<file path="config.mk">
export PLATFORM = sky130hd
export DESIGN_NAME = base_n_text_encoder_flat
export DESIGN_NICKNAME = d
export VERILOG_FILES = /design/src/design/bnte_pkg.sv /design/src/design/bnte_cfg_if.sv /design/src/design/bnte_in_if.sv /design/src/design/bnte_out_if.sv /design/src/design/bnte_char_gen.sv /design/src/design/base_n_text_encoder.sv /design/src/flat_wrapper.sv
export SDC_FILE = /design/constraint.sdc
export NUM_CORES = 1
export LEC_CHECK = 0
export BUFFER_PORTS_ARGS = -buffer_cell sky130_fd_sc_hd__buf_2
export CAP_MARGIN = 0
export CORE_AREA = 2 2 125 127
export DETAILED_ROUTE_END_ITERATION = 10
export DIE_AREA = 0 0 127 129
export GPL_ROUTABILITY_DRIVEN = 0
export PLACE_DENSITY = 0.61
export SLEW_MARGIN = 20
export SYNTH_ARGS = -nofsm -noshare
export SYNTH_HDL_FRONTEND = slang
export SYNTH_SLANG_ARGS = --single-unit
export TNS_END_PERCENT = 1
</file>
<file path="constraint.sdc">
create_clock -name clk -period 5.6 [get_ports clk]
set_input_delay 1.12 -clock clk [delete_from_list [all_inputs] [get_ports clk]]
set_output_delay 1.12 -clock clk [all_outputs]
set_load 0.01 [all_outputs]
</file>
<file path="src/design/bnte_pkg.sv">
// bnte_pkg: shared types, register indexes and alphabet functions for the
// base-N text encoder. No dependencies; bnte_cfg_if, bnte_char_gen and base_n_text_encoder use it.

package bnte_pkg;

  // Configuration register indexes
  localparam int unsigned CFG_INDEX_W = 3;
  localparam int unsigned CFG_DATA_W  = 16;
  localparam logic [CFG_INDEX_W-1:0] REG_CODE_MODE    = 3'd0;
  localparam logic [CFG_INDEX_W-1:0] REG_PAD_ENABLE   = 3'd1;
  localparam logic [CFG_INDEX_W-1:0] REG_PAD_SYMBOL   = 3'd2;
  localparam logic [CFG_INDEX_W-1:0] REG_BREAK_ENABLE = 3'd3;
  localparam logic [CFG_INDEX_W-1:0] REG_LINE_CHARS   = 3'd4;

  // Encoding modes; codes above base32hex behave as base16
  localparam logic [2:0] MODE_B64    = 3'd0;
  localparam logic [2:0] MODE_B64URL = 3'd1;
  localparam logic [2:0] MODE_B32    = 3'd2;
  localparam logic [2:0] MODE_B32HEX = 3'd3;

  localparam int unsigned ACC_BITS   = 12;
  localparam int unsigned LINE_BITS  = 16;
  localparam logic [7:0]  NEWLINE    = 8'h0A;
  localparam logic [7:0]  PAD_RESET  = 8'h3D;
  localparam logic [15:0] LINE_RESET = 16'd72;

  // Bit accumulator state carried from item to item
  typedef struct packed {
    logic [ACC_BITS-1:0] acc;
    logic [3:0]          cnt;
    logic [2:0]          gpos;
  } enc_state_t;

  // One step of the character generator
  typedef struct packed {
    logic [7:0] sym;
    logic       more;
    enc_state_t nxt;
  } gen_out_t;

  // Bits per symbol
  function automatic logic [3:0] sym_width(input logic [2:0] mode);
    logic [3:0] w;
    case (mode) inside
      MODE_B64, MODE_B64URL: w = 4'd6;
      MODE_B32, MODE_B32HEX: w = 4'd5;
      default:               w = 4'd4;
    endcase
    return w;
  endfunction

  function automatic logic [5:0] sym_mask(input logic [2:0] mode);
    logic [5:0] m;
    case (mode) inside
      MODE_B64, MODE_B64URL: m = 6'h3F;
      MODE_B32, MODE_B32HEX: m = 6'h1F;
      default:               m = 6'h0F;
    endcase
    return m;
  endfunction

  // Characters per group minus one; zero means no padding
  function automatic logic [2:0] group_mask(input logic [2:0] mode);
    logic [2:0] g;
    case (mode) inside
      MODE_B64, MODE_B64URL: g = 3'd3;
      MODE_B32, MODE_B32HEX: g = 3'd7;
      default:               g = 3'd0;
    endcase
    return g;
  endfunction

  // Alphabet lookup by offset arithmetic
  function automatic logic [7:0] sym_of(input logic [2:0] mode, input logic [5:0] idx);
    logic [7:0] x;
    logic [7:0] c;
    x = {2'b00, idx};
    case (mode) inside
      MODE_B64, MODE_B64URL: begin
        if (idx < 6'd26)      c = x + 8'h41;
        else if (idx < 6'd52) c = x + 8'h47;
        else if (idx < 6'd62) c = x - 8'h04;
        else if (idx == 6'd62) c = (mode == MODE_B64) ? 8'h2B : 8'h2D;
        else                  c = (mode == MODE_B64) ? 8'h2F : 8'h5F;
      end
      MODE_B32: begin
        if (idx < 6'd26) c = x + 8'h41;
        else             c = x + 8'h18;
      end
      default: begin
        if (idx < 6'd10) c = x + 8'h30;
        else             c = x + 8'h37;
      end
    endcase
    return c;
  endfunction

endpackage

</file>
<file path="src/design/bnte_cfg_if.sv">
// bnte_cfg_if: configuration write channel (valid/ready, register index, data).
// Depends on bnte_pkg for the field widths.

interface bnte_cfg_if;
  logic                            valid;
  logic                            ready;
  logic [bnte_pkg::CFG_INDEX_W-1:0] index;
  logic [bnte_pkg::CFG_DATA_W-1:0]  wdata;

  modport source(output valid, index, wdata, input ready);
  modport sink(input valid, index, wdata, output ready);
endinterface

</file>
<file path="src/design/bnte_in_if.sv">
// bnte_in_if: message byte channel (valid/ready, byte, last flag).
// No dependencies.

interface bnte_in_if;
  logic       valid;
  logic       ready;
  logic [7:0] data_byte;
  logic       last_byte;

  modport source(output valid, data_byte, last_byte, input ready);
  modport sink(input valid, data_byte, last_byte, output ready);
endinterface

</file>
<file path="src/design/bnte_out_if.sv">
// bnte_out_if: encoded character channel (valid/ready, character, last flag).
// No dependencies.

interface bnte_out_if;
  logic       valid;
  logic       ready;
  logic [7:0] out_char;
  logic       last_char;

  modport source(output valid, out_char, last_char, input ready);
  modport sink(input valid, out_char, last_char, output ready);
endinterface

</file>
<file path="src/design/bnte_char_gen.sv">
// bnte_char_gen: picks the next symbol (data, flush or pad) from the bit
// accumulator and returns the state after it. Depends on bnte_pkg.

module bnte_char_gen import bnte_pkg::*; (
  input  logic [2:0] code_mode,
  input  logic       pad_enable,
  input  logic [7:0] pad_symbol,
  input  logic       last_flag,
  input  enc_state_t cur,
  output gen_out_t   res
);

  logic [3:0] w;
  logic [3:0] cnt_rem;
  logic [5:0] mask;
  logic [5:0] idx;
  logic [2:0] gmask;
  logic       pad_on;

  always_comb begin
    w       = sym_width(code_mode);
    mask    = sym_mask(code_mode);
    gmask   = group_mask(code_mode);
    pad_on  = pad_enable && (gmask != 3'd0);
    cnt_rem = cur.cnt - w;
    idx     = '0;
    res     = '0;
    res.nxt = cur;

    if (cur.cnt >= w) begin
      // full symbol from the top of the held bits
      idx          = 6'(cur.acc >> cnt_rem) & mask;
      res.sym      = sym_of(code_mode, idx);
      res.nxt.cnt  = cnt_rem;
      res.nxt.gpos = cur.gpos + 3'd1;
    end else if (last_flag && (cur.cnt != 4'd0)) begin
      // flush the partial symbol, left-aligned
      idx          = 6'(cur.acc << (w - cur.cnt)) & mask;
      res.sym      = sym_of(code_mode, idx);
      res.nxt.cnt  = 4'd0;
      res.nxt.gpos = cur.gpos + 3'd1;
    end else begin
      // pad up to a full group
      res.sym      = pad_symbol;
      res.nxt.gpos = cur.gpos + 3'd1;
    end

    res.more = (res.nxt.cnt >= w) ||
               (last_flag && ((res.nxt.cnt != 4'd0) ||
                              (pad_on && ((res.nxt.gpos & gmask) != 3'd0))));
  end

endmodule

</file>
<file path="src/design/base_n_text_encoder.sv">
// base_n_text_encoder: base64/base64url/base32/base32hex/base16 text encoder.
// A byte is loaded into the bit accumulator, and the generator then writes its first
// character into the output register when the output is free, newlines aside.
// One character per cycle while the output is not stalled; a byte causes 1 or 2
// characters, plus newlines, plus flush and pads, and holds the generator until the last.
// Reset (synchronous, rst high) restores the register defaults and empties the encoder.

module base_n_text_encoder import bnte_pkg::*; #(
  parameter int unsigned COLUMN_BITS = 16
) (
  input  logic         clk,
  input  logic         rst,
  bnte_cfg_if.sink     cfg,
  bnte_in_if.sink      data_in,
  bnte_out_if.source   char_out
);

  localparam int unsigned CMP_BITS = (COLUMN_BITS > LINE_BITS) ? COLUMN_BITS : LINE_BITS;

  // Configuration registers
  logic [2:0]           code_mode;
  logic                 pad_enable;
  logic [7:0]           pad_symbol;
  logic                 break_enable;
  logic [LINE_BITS-1:0] line_chars;

  // Encoder state
  enc_state_t             enc, enc_next;
  logic                   last_flag, last_flag_next;
  logic                   busy, busy_next;
  logic [COLUMN_BITS-1:0] column, column_next;

  // Output register
  logic       out_valid, out_valid_next;
  logic [7:0] out_char, out_char_next;
  logic       out_last, out_last_next;

  gen_out_t gen;
  logic     advance;
  logic     nl_due;
  logic     emit_sym;
  logic     finishing;
  logic     accept;
  logic     cfg_write;
  logic [4:0] cnt_sum;

  bnte_char_gen u_char_gen (
    .code_mode  (code_mode),
    .pad_enable (pad_enable),
    .pad_symbol (pad_symbol),
    .last_flag  (last_flag),
    .cur        (enc),
    .res        (gen)
  );

  // Handshakes
  assign cfg.ready      = 1'b1;
  assign cfg_write      = cfg.valid && cfg.ready;
  assign advance        = !out_valid || char_out.ready;
  assign nl_due         = break_enable && (line_chars != '0) &&
                          (CMP_BITS'(column) >= CMP_BITS'(line_chars));
  assign emit_sym       = busy && advance && !nl_due;
  assign finishing      = emit_sym && !gen.more;
  assign data_in.ready  = !busy || finishing;
  assign accept         = data_in.valid && data_in.ready;

  assign char_out.valid     = out_valid;
  assign char_out.out_char  = out_char;
  assign char_out.last_char = out_last;

  // Next state: newline or symbol, then load of the next byte, then a mode-change clear
  always_comb begin
    enc_next       = enc;
    last_flag_next = last_flag;
    busy_next      = busy;
    column_next    = column;
    out_valid_next = out_valid;
    out_char_next  = out_char;
    out_last_next  = out_last;
    cnt_sum        = '0;

    if (advance) begin
      out_valid_next = busy;
    end

    if (busy && advance && nl_due) begin
      out_char_next = NEWLINE;
      out_last_next = 1'b0;
      column_next   = '0;
    end

    if (emit_sym) begin
      out_char_next = gen.sym;
      out_last_next = last_flag && !gen.more;
      enc_next      = gen.nxt;
      column_next   = (column == '1) ? column : column + 1'b1;
      if (!gen.more) begin
        busy_next = 1'b0;
        if (last_flag) begin
          // end of message: start the next one clean
          enc_next    = '0;
          column_next = '0;
        end
      end
    end

    if (accept) begin
      cnt_sum            = {1'b0, enc_next.cnt} + 5'd8;
      enc_next.acc       = {enc_next.acc[ACC_BITS-9:0], data_in.data_byte};
      enc_next.cnt       = (cnt_sum > 5'd12) ? 4'd12 : cnt_sum[3:0];
      busy_next          = 1'b1;
      last_flag_next     = data_in.last_byte;
    end

    // a mode change drops pending bits
    if (cfg_write && (cfg.index == REG_CODE_MODE)) begin
      enc_next = '0;
    end
  end

  // Hold encoder state and output valid flag
  always_ff @(posedge clk) begin
    if (rst) begin
      enc       <= '0;
      busy      <= 1'b0;
      last_flag <= 1'b0;
      column    <= '0;
      out_valid <= 1'b0;
    end else begin
      enc       <= enc_next;
      busy      <= busy_next;
      last_flag <= last_flag_next;
      column    <= column_next;
      out_valid <= out_valid_next;
    end
  end

  always_ff @(posedge clk) begin
    out_char <= out_char_next;
    out_last <= out_last_next;
  end

  // Configuration writes
  always_ff @(posedge clk) begin
    if (rst) begin
      code_mode    <= MODE_B64;
      pad_enable   <= 1'b1;
      pad_symbol   <= PAD_RESET;
      break_enable <= 1'b0;
      line_chars   <= LINE_RESET;
    end else if (cfg_write) begin
      unique case (cfg.index)
        REG_CODE_MODE:    code_mode    <= cfg.wdata[2:0];
        REG_PAD_ENABLE:   pad_enable   <= cfg.wdata[0];
        REG_PAD_SYMBOL:   pad_symbol   <= cfg.wdata[7:0];
        REG_BREAK_ENABLE: break_enable <= cfg.wdata[0];
        REG_LINE_CHARS:   line_chars   <= cfg.wdata[LINE_BITS-1:0];
        default: ;
      endcase
    end
  end

endmodule

</file>
<file path="src/flat_wrapper.sv">
// flat-port wrapper written by rule: the top's interface ports become plain ports
module base_n_text_encoder_flat import bnte_pkg::*;
#(
  parameter int unsigned COLUMN_BITS = 16
)
  (clk, rst, cfg_valid, cfg_index, cfg_wdata, cfg_ready, data_in_valid, data_in_data_byte, data_in_last_byte, data_in_ready, char_out_valid, char_out_out_char, char_out_last_char, char_out_ready);
  bnte_cfg_if cfg_i ();
  bnte_in_if data_in_i ();
  bnte_out_if char_out_i ();
  input  logic clk;
  input  logic rst;
  input wire logic [$bits(cfg_i.valid)-1:0] cfg_valid;
  input wire logic [$bits(cfg_i.index)-1:0] cfg_index;
  input wire logic [$bits(cfg_i.wdata)-1:0] cfg_wdata;
  output wire logic [$bits(cfg_i.ready)-1:0] cfg_ready;
  input wire logic [$bits(data_in_i.valid)-1:0] data_in_valid;
  input wire logic [$bits(data_in_i.data_byte)-1:0] data_in_data_byte;
  input wire logic [$bits(data_in_i.last_byte)-1:0] data_in_last_byte;
  output wire logic [$bits(data_in_i.ready)-1:0] data_in_ready;
  output wire logic [$bits(char_out_i.valid)-1:0] char_out_valid;
  output wire logic [$bits(char_out_i.out_char)-1:0] char_out_out_char;
  output wire logic [$bits(char_out_i.last_char)-1:0] char_out_last_char;
  input wire logic [$bits(char_out_i.ready)-1:0] char_out_ready;
  assign cfg_i.valid = cfg_valid;
  assign cfg_i.index = cfg_index;
  assign cfg_i.wdata = cfg_wdata;
  assign cfg_ready = cfg_i.ready;
  assign data_in_i.valid = data_in_valid;
  assign data_in_i.data_byte = data_in_data_byte;
  assign data_in_i.last_byte = data_in_last_byte;
  assign data_in_ready = data_in_i.ready;
  assign char_out_valid = char_out_i.valid;
  assign char_out_out_char = char_out_i.out_char;
  assign char_out_last_char = char_out_i.last_char;
  assign char_out_i.ready = char_out_ready;
  base_n_text_encoder #(.COLUMN_BITS(COLUMN_BITS)) u_core (.clk(clk), .rst(rst), .cfg(cfg_i), .data_in(data_in_i), .char_out(char_out_i));
endmodule
</file>
# --- Word level (Yosys, flattened, before mapping) ---
# Cells that the tools add are included.
# Widths: inputs -> output; s select.
word_totals:
  wordCells: 146
  inputBits: 33
  register_bits: 76
  output_inout_bits: 12
op_classes:
  mux: 45
  n_addsub: 17
  n_eq_ne: 11
  shift: 2
  bitwise_logic: 3
  n_reduce_logical: 41
  order_cmp: 12
ops:
  columns: ["op", "count"]
  rows:
  - ["$mux 8", 16]
  - ["$mux 16", 6]
  - ["$mux 19", 3]
  - ["$mux 7", 6]
  - ["$add 6x7->8 const B", 4]
  - ["$add 6x6->7 const B", 4]
  - ["$lt 6x6->1 const B", 4]
  - ["$add 16x1->16 const B", 1]
  - ["$eq 16x16->1 const B", 1]
  - ["$ge 16x16->1", 1]
  - ["$reduce_bool 16->1", 1]
  - ["$add 6x5->7 const B", 2]
  - ["$sub 6x3->7 const B", 2]
  - ["$logic_and 1x1->1", 13]
  - ["$and 6x6->6", 2]
  - ["$eq 3x2->1 const B", 4]
  - ["$eq 6x6->1 const B", 2]
  - ["$lt 6x4->1 const B", 2]
  - ["$lt 6x5->1 const B", 2]
  - ["$reduce_and 2->1", 6]
  - ["$shl 12x4->6", 1]
  - ["$shr 12x4->6", 1]
  - ["$mux 3", 3]
  - ["$ge 4x4->1", 2]
  - ["21 further kinds", 42]

# --- Depth between registers and ports, before layout ---
# Gate-level depths: netlist of the first run.
logic_depth:
  word_depth: 18
  depth_mapped: 22
  depth_no_buf: 18

# --- Modules after synthesis ---
# Synthesis of the first run repeated with hierarchy kept, for this count alone.
unflattened:
  hier_cells: 891
  area_unflattened_um2: 6975.4
modules_own_cells:
  columns: ["mod", "cells_each", "seq_area_each_um2", "area_each_um2", "n_inst"]
  rows:
  - ["base_n_text_encoder", 442, 1611.5, 3793.6, 1]
  - ["bnte_char_gen", 449, 0.0, 3181.8, 1]

# --- Worst setup path before layout of the first run ---
# Ideal clock, no wire load.
synth_path:
  path_type: "register to register"
  from: "register u_core.code_mode[2]"
  to: "register u_core.out_char[4], in the netlist u_core.char_out.out_char[4], data pin"
  path_buffers: 4
  stages_incl_launch_ff: 20
  required_time_ns: 5.397
  period_less_slack_ns: 5.221
  slack_ns: 0.379
  setup_time_ns: 0.203
  arrival_ns: 5.018
  cell_sequence: "dfxtp_1 clkbuf_1 nor2_1 inv_1 clkbuf_1 clkbuf_1 fa_1 clkbuf_1 mux2i_1 mux2_2 a31oi_1 ha_1 nand2_1 a311oi_1 nor2_1 a211oi_1 o211ai_1 nand3_1 a21oi_1 a2111oi_1"
synth_between:
  elab_chain_len: 16
  word_cells_on_any_way: 59
  classes_between: "add/sub (14); order compare (9); eq/ne (5); shift (2); mux (24); bitwise (2); reduce/logical (3)"
synth_rtl:
  columns: ["item", "line_no", "source"]
  rows:
  - ["from (decl)", "base_n_text_encoder.sv:21", "logic [2:0] code_mode;"]
  - ["from (signal assigned)", "base_n_text_encoder.sv:153", "REG_CODE_MODE: code_mode <= cfg.wdata[2:0];"]
  - ["parallel branches: the longest is 14 deep, another holds $sub 6x3->7", null, null]
  - ["$mux 8 (*)", "bnte_char_gen.sv:30", "if (cur.cnt >= w) begin"]
  - ["$mux 8 (*)", "base_n_text_encoder.sv:92", "if (emit_sym) begin"]
  - ["to (signal assigned)", "base_n_text_encoder.sv:139", "out_char <= out_char_next;"]
  - ["to (decl)", "base_n_text_encoder.sv:35", "logic [7:0] out_char, out_char_next;"]
# Mark *: on every way between the ends.
# A chain may end at the register's enable or synchronous reset.

# --- Worst setup path in the final report of the first run ---
layout_path:
  from: "register u_core.code_mode[2]"
  to: "register u_core.out_char[2], in the netlist u_core.char_out.out_char[2], data pin"
# Same word-level chain as after synthesis.

==> results of run 1 <==
## power breakdown
part | leakage, nW | switching (mW) | internal (mW)
clock | 0.163 | 0.227 | 0.425
sequential | 0.630 | 0.0383 | 0.579
combinational | 2.06 | 0.282 | 0.177
total | 2.86 | 0.547 | 1.18
## layout make-up
cell class                 instances  share of cell area, %
sequential                        76                   21.9
clock inverter                     3                  0.936
tap                              188                   3.20
clock buffer                      11                   3.59
multi-input combinational        683                   63.5
timing repair buffer              59                   4.56
inverter                          44                   2.25
## cell usage in the layout (no fill, tap or decap), types with 11 or more instances in the layout
master      n
nor2_1     61
nand3b_1   15
buf_4      16
inv_1      42
nor3_1     12
mux2i_1    28
a211oi_1   11
nor2b_1    17
nand4_1    17
a31oi_1    16
xnor2_1    16
ha_1       51
o211ai_1   11
nand2_1   111
o21ai_0    30
buf_2      43
a21oi_1    83
mux2_2     13
nand2b_1   13
dfxtp_1    67
nand3_1    27
## cells in the mapped netlist, types with 6 or more instances
cell type / instances / area (um^2)
a21oi_1: 83 / 415
nand3_1: 27 / 135
nor3_1: 12 / 60.1
a211oi_1: 11 / 82.6
a311oi_1: 8 / 70.1
a31oi_1: 16 / 100
nor2b_1: 17 / 106
inv_1: 42 / 158
dfxtp_1: 67 / 1340
buf_2: 12 / 60.1
nor2_1: 61 / 229
xnor2_1: 16 / 140
nor4_1: 9 / 56.3
a21o_1: 7 / 52.6
ha_1: 51 / 638
nand2b_1: 13 / 81.3
and3_1: 6 / 37.5
o21ai_1: 6 / 30.0
o21ai_0: 30 / 150
or3_1: 6 / 37.5
nand4_1: 17 / 106
a211o_1: 8 / 70.1
clkbuf_1: 34 / 128
mux2i_1: 28 / 280
edfxtp_1: 9 / 270
o211ai_1: 11 / 82.6
nand3b_1: 15 / 113
and2_1: 8 / 50.1
mux2_2: 13 / 146
nand2_1: 111 / 417
## worst max-delay path, delay by kind of cell (launching register included)
kind                       cells  cell delay [ps]
AOI/OAI and AO/OA              4             1550
DFF                            1              510
and+or+nand+nor                4             1040
buffers and inverters          1              110
xor gates and xnor gates       1              530
adders and majority gates      3             1150
## state kept, by name, summed over array words and instances (netlist names)
signal                     flops
u_core.busy                    1
u_core.code_mode               3
u_core.char_out.valid          1
u_core.char_out.out_char       8
u_core.enc                    19
u_core.pad_enable              1
u_core.last_flag               1
u_core.line_chars             16
u_core.char_out.last_char      1
u_core.break_enable            1
u_core.pad_symbol              8
u_core.column                 16
## routing by layer
layer	share of wire, %	wire, um	GRT usage (%)	up-vias
met3	6.3	1190	3.99	37
met2	42	7980	33.0	244
li1	-	-	-	3163
met4	2.7	515	9.44	0
met5	0	0	0	-
met1	49	9320	35.1	3000
## final timing paths
check                      start                           to  slack (ps)  cells past startpoint
max          u_core.code_mode[2]  u_core.char_out.out_char[2]         530                     13
min                u_core.enc[1]                u_core.enc[1]         460                      2
max reg2reg  u_core.code_mode[2]  u_core.char_out.out_char[2]         530                     13
min reg2reg        u_core.enc[1]                u_core.enc[1]         460                      2
## kinds of logic after synthesis
group                      share of synthesized area [%]
DFF                                                 24.1
buffers and inverters                               6.06
muxes                                               8.07
other                                             0.0561
xor gates and xnor gates                            2.84
AOI/OAI and AO/OA                                   25.0
adders and majority gates                           10.1
and+or+nand+nor                                     23.7
==> results.toml, run 1 <==
[run_status]
status = "completed"

[clock_network]
clk_pin_slew_ps = 60
htreeDepth = 3
ctsHoldBuffers = 0
cts.repair.resized = 0
cts_buffers = 9
cts_root_buffer = "clkbuf_16"
cts_setup_buffers = 0
cts_sinks = 76
clkLatencyLatePin_ps = 350
cts_tree = "yes"
clk_path_buf_depth = 2

[cells_and_area]
fin_area_um2 = 7350
area_growth_syn_to_layout_pct = 9.92
fin_util_pct = 49.1
multi_input_area_um2 = 4670
nFillCells = 1463
drive_gt1_share_pct = 13.0
antennaDiodeCount = 0
nets = 959
seqCellArea_um2 = 1610
final_cells = 1064

[sta]
max_freq_ghz = 0.197
period_share_pct = 90.6
final.setup.tns_ps = 0
finalClockSkew_ps = 6.96
grt_setup_unrepaired = "no"
setup_viol = 0
worst_slew_pin_slew_ps = 1060
finalCriticalPeriod_ps = 5070
hold_viol_final = 0
finalWorstSetupSlack_ps = 526
maxSlewViolCount = 0
whs_ps = 458
max_slew_margin_pct = 28.8

[worst_hold_path]
min_path_type = "reg -> reg"

[yosys]
synth.yosys.seq_area_share_pct = 24.1
synth_fp_nets = 942
synthFlopType = "dfxtp_1"
synth_cell_types = 88
synth.cell_area_um2 = 6690
synth-seq-cells = 76
async_flop_share_pct = 0
avgSynthCellArea_um2 = 7.81
synth_edf_count = 9
synthCells = 856
ys_warn_count = 0

[grt]
grt-ovfl-total = 0
track_usage_pct = 23.4
antenna_found_initial = 0
grt_max_degree = 50
grt_pass1_wl_um = 30600
grt_pass1_vias = 5779

[setup_path]
worstPathMaxFanout = 10
required_ps = 5780
critPathLaunchType = "flop"
worst_path_max_delay_cell = "a2111oi_4"
worstSetupPathType = "reg -> reg"
crit_chain = "nand2b_1 > inv_1 > ha_1 > fa_1 > xnor2_2 > a21oi_1 > a2111oi_4 > ha_1 > nor2b_1 > nor2_1 > a2111oi_0 > a221oi_1 > nor4_2"
worstPathArrival_ps = 5250
critPathMostFrequentCell = "ha_1"
slowest_delay_ps = 680
worstSetupEndpointType = "flop"

[routing]
drtPass1Iterations = 8
vias_per_cell = 6.06
routed_wl_um = 19000
wl_per_cell_um = 17.9
antenna_left = 0
drt-initial-drc-count = 559
vias = 6444
drc = 0

[die]
fp.dieH_um = 129
core_area_um2 = 15000
ios = 45
die_area_um2 = 16400
die_width_um = 127
start_util_pct = 44.6
rows = 45

[power]
finalPower_mw = 1.73
vdd_ir_drop_max_mv = 0.162
power_density_nw_per_um2 = 235
p_leak_nw = 2.86

[placement]
pre_cts_slack_ps = 671
dp.cells = 1050
portBuffers = 43
placed_area_um2 = 7020
hpwl_um = 14100

[run]
max_cap_violations = 0
No activity file was read; power rests on OpenSTA's default activity.
==> run 2, diff against run 1 <==
--- a/config.mk
+++ b/config.mk
@@ -11,7 +11,7 @@
 export DETAILED_ROUTE_END_ITERATION = 10
 export DIE_AREA = 0 0 127 129
 export GPL_ROUTABILITY_DRIVEN = 0
-export PLACE_DENSITY = 0.61
+export PLACE_DENSITY = 0.75
 export SLEW_MARGIN = 20
 export SYNTH_ARGS = -nofsm -noshare
 export SYNTH_HDL_FRONTEND = slang
==> run 2 against run 1 <==
  * Die area unchanged
  * Sequential cell count unchanged
  * Routed wire length shrank 3.9%
  * Critical path type unchanged
  * Largest cell class unchanged
  * Total power shrank 3.2%
  * Critical path depth up 3
==> results.toml, run 2 (synthesized netlist as in run 1, its figures left out) <==
[routing]
antenna_left = 0
vias_per_cell = 6.18
drt-initial-drc-count = 730
vias = 6585
drc = 0
drtPass1Iterations = 6
wl_per_cell_um = 17.1
routed_wl_um = 18300

[cells_and_area]
nFillCells = 1413
area_growth_syn_to_layout_pct = 9.40
nets = 959
antennaDiodeCount = 0
final_common_cell = "nand2_1"
drive_gt1_share_pct = 13.1
largest_reg_flops = 19
regMostFlops = "u_core.enc"
layout_common_cells = "nand2_1 (111), a21oi_1 (83), dfxtp_1 (67)"
final_cells = 1065
largestRegisters = "u_core.enc: 19 flops, u_core.column: 16 flops, u_core.line_chars: 16 flops"

[die]
rows = 45
fp.dieH_um = 129
die_area_um2 = 16400
die_width_um = 127
core_area_um2 = 15000
ios = 45
start_util_pct = 44.6

[sta]
final.setup.tns_ps = 0
max_slew_margin_pct = 36.7
hold_viol_final = 0
worst_slew_pin_slew_ps = 946
finalCriticalPeriod_ps = 5150
max_freq_ghz = 0.194
grt_setup_unrepaired = "no"
finalClockSkew_ps = 12.2
setup_viol = 0
period_share_pct = 92.0
maxSlewViolCount = 0

[clock_network]
clkLatencyLatePin_ps = 350
cts.repair.resized = 0
cts_buffers = 9
cts_sinks = 76
cts_setup_buffers = 0
clk_path_buf_depth = 2
htreeDepth = 3
cts_root_buffer = "clkbuf_16"
clk_pin_slew_ps = 70
ctsHoldBuffers = 0
cts_tree = "yes"

[grt]
antenna_found_initial = 0
grt_max_degree = 50
grt_pass1_vias = 5931
track_usage_pct = 22.4
grt-ovfl-total = 0
grt_pass1_wl_um = 29700

[power]
finalPower_mw = 1.67
p_leak_nw = 2.84
power.switching_mw = 0.559
power_frac_clock_pct = 35.7
seqPwrFrac_pct = 36.8
power_density_nw_per_um2 = 229
vdd_ir_drop_max_mv = 0.203
internal_power_mw = 1.11
power.share.switching_pct = 33.4
p_comb_share_pct = 27.5

[worst_hold_path]
min_path_type = "reg -> reg"

[setup_path]
required_ps = 5690
worstPathArrival_ps = 5240
critPathLaunchType = "flop"
crit_chain = "nand2b_1 > inv_1 > ha_1 > fa_1 > xor2_2 > mux4_2 > a21oi_1 > a41oi_4 > inv_1 > ha_1 > nand2_1 > or2_2 > nor4_1 > a2111oi_0 > a221oi_1 > nor4_2"
worst_path_max_delay_cell = "mux4_2"
worstSetupEndpointType = "flop"
slowest_delay_ps = 610
worstSetupPathType = "reg -> reg"
worstPathMaxFanout = 10

[run]
max_cap_violations = 0

[placement]
hpwl_um = 13300
portBuffers = 43
dp.cells = 1050

[run_status]
status = "completed"
[run 2: critical path, delay by kind of cell (launching register included)]
| family | cells | cell delay, ps |
|---|---|---|
| compound gates | 4 | 970 |
| xor+xnor | 1 | 420 |
| fa+ha+maj | 3 | 1120 |
| buf+inv | 2 | 290 |
| flops | 1 | 520 |
| mux | 1 | 610 |
| simple gates | 5 | 960 |
[run 2: area by class of cell]
class                   instances  area [um^2]  area share, %
well taps                     188          235           3.22
repair buffers                 59          335           4.59
multi-input cells             683         4670           63.8
clock inverters                 5         58.8          0.804
inverters                      44          165           2.26
clock buffers                  10          239           3.27
flip-flops and latches         76         1610           22.0
[run 2: worst paths after layout]
kind	start	slack [ps]	endpoint	cells after the start
min	u_core.line_chars[1]	480	u_core.line_chars[1]	2
max	u_core.code_mode[2]	450	u_core.char_out.out_char[2]	16
max reg2reg	u_core.code_mode[2]	450	u_core.char_out.out_char[2]	16
min reg2reg	u_core.line_chars[1]	480	u_core.line_chars[1]	2
[run 2: through the flow]
step	setup slack (ps)	util (%)	hold slack [ps]	cell area (um^2)
5_1_grt	48.9	48.8	492	7310
6_report	450	48.8	475	7310
4_1_cts	531	48.8	477	7310
3_5_place_dp	547	46.8	468	7020
3_3_place_gp	565	46.8	448	7020
2_1_floorplan	379	-	436	6690
[run 2: power by group through the flow]
| stage | logic (mW) | registers (mW) | clock network [mW] |
|---|---|---|---|
| final | 0.459 | 0.616 | 0.597 |
| after global routing | 0.504 | 0.619 | 0.628 |
| after CTS | 0.452 | 0.615 | 0.604 |
| after detailed placement | 0.450 | 0.627 | 0 |
| after global placement | 0.445 | 0.626 | 0 |
| after floorplan | 0.356 | 0.608 | 0 |
[run 2: layer usage]
| layer | track usage (%) | routed length, um |
|---|---|---|
| met3 | 4.53 | 1290 |
| met1 | 30.4 | 8150 |
| met5 | 0 | 0 |
| met2 | 33.9 | 8180 |
| met4 | 11.1 | 636 |
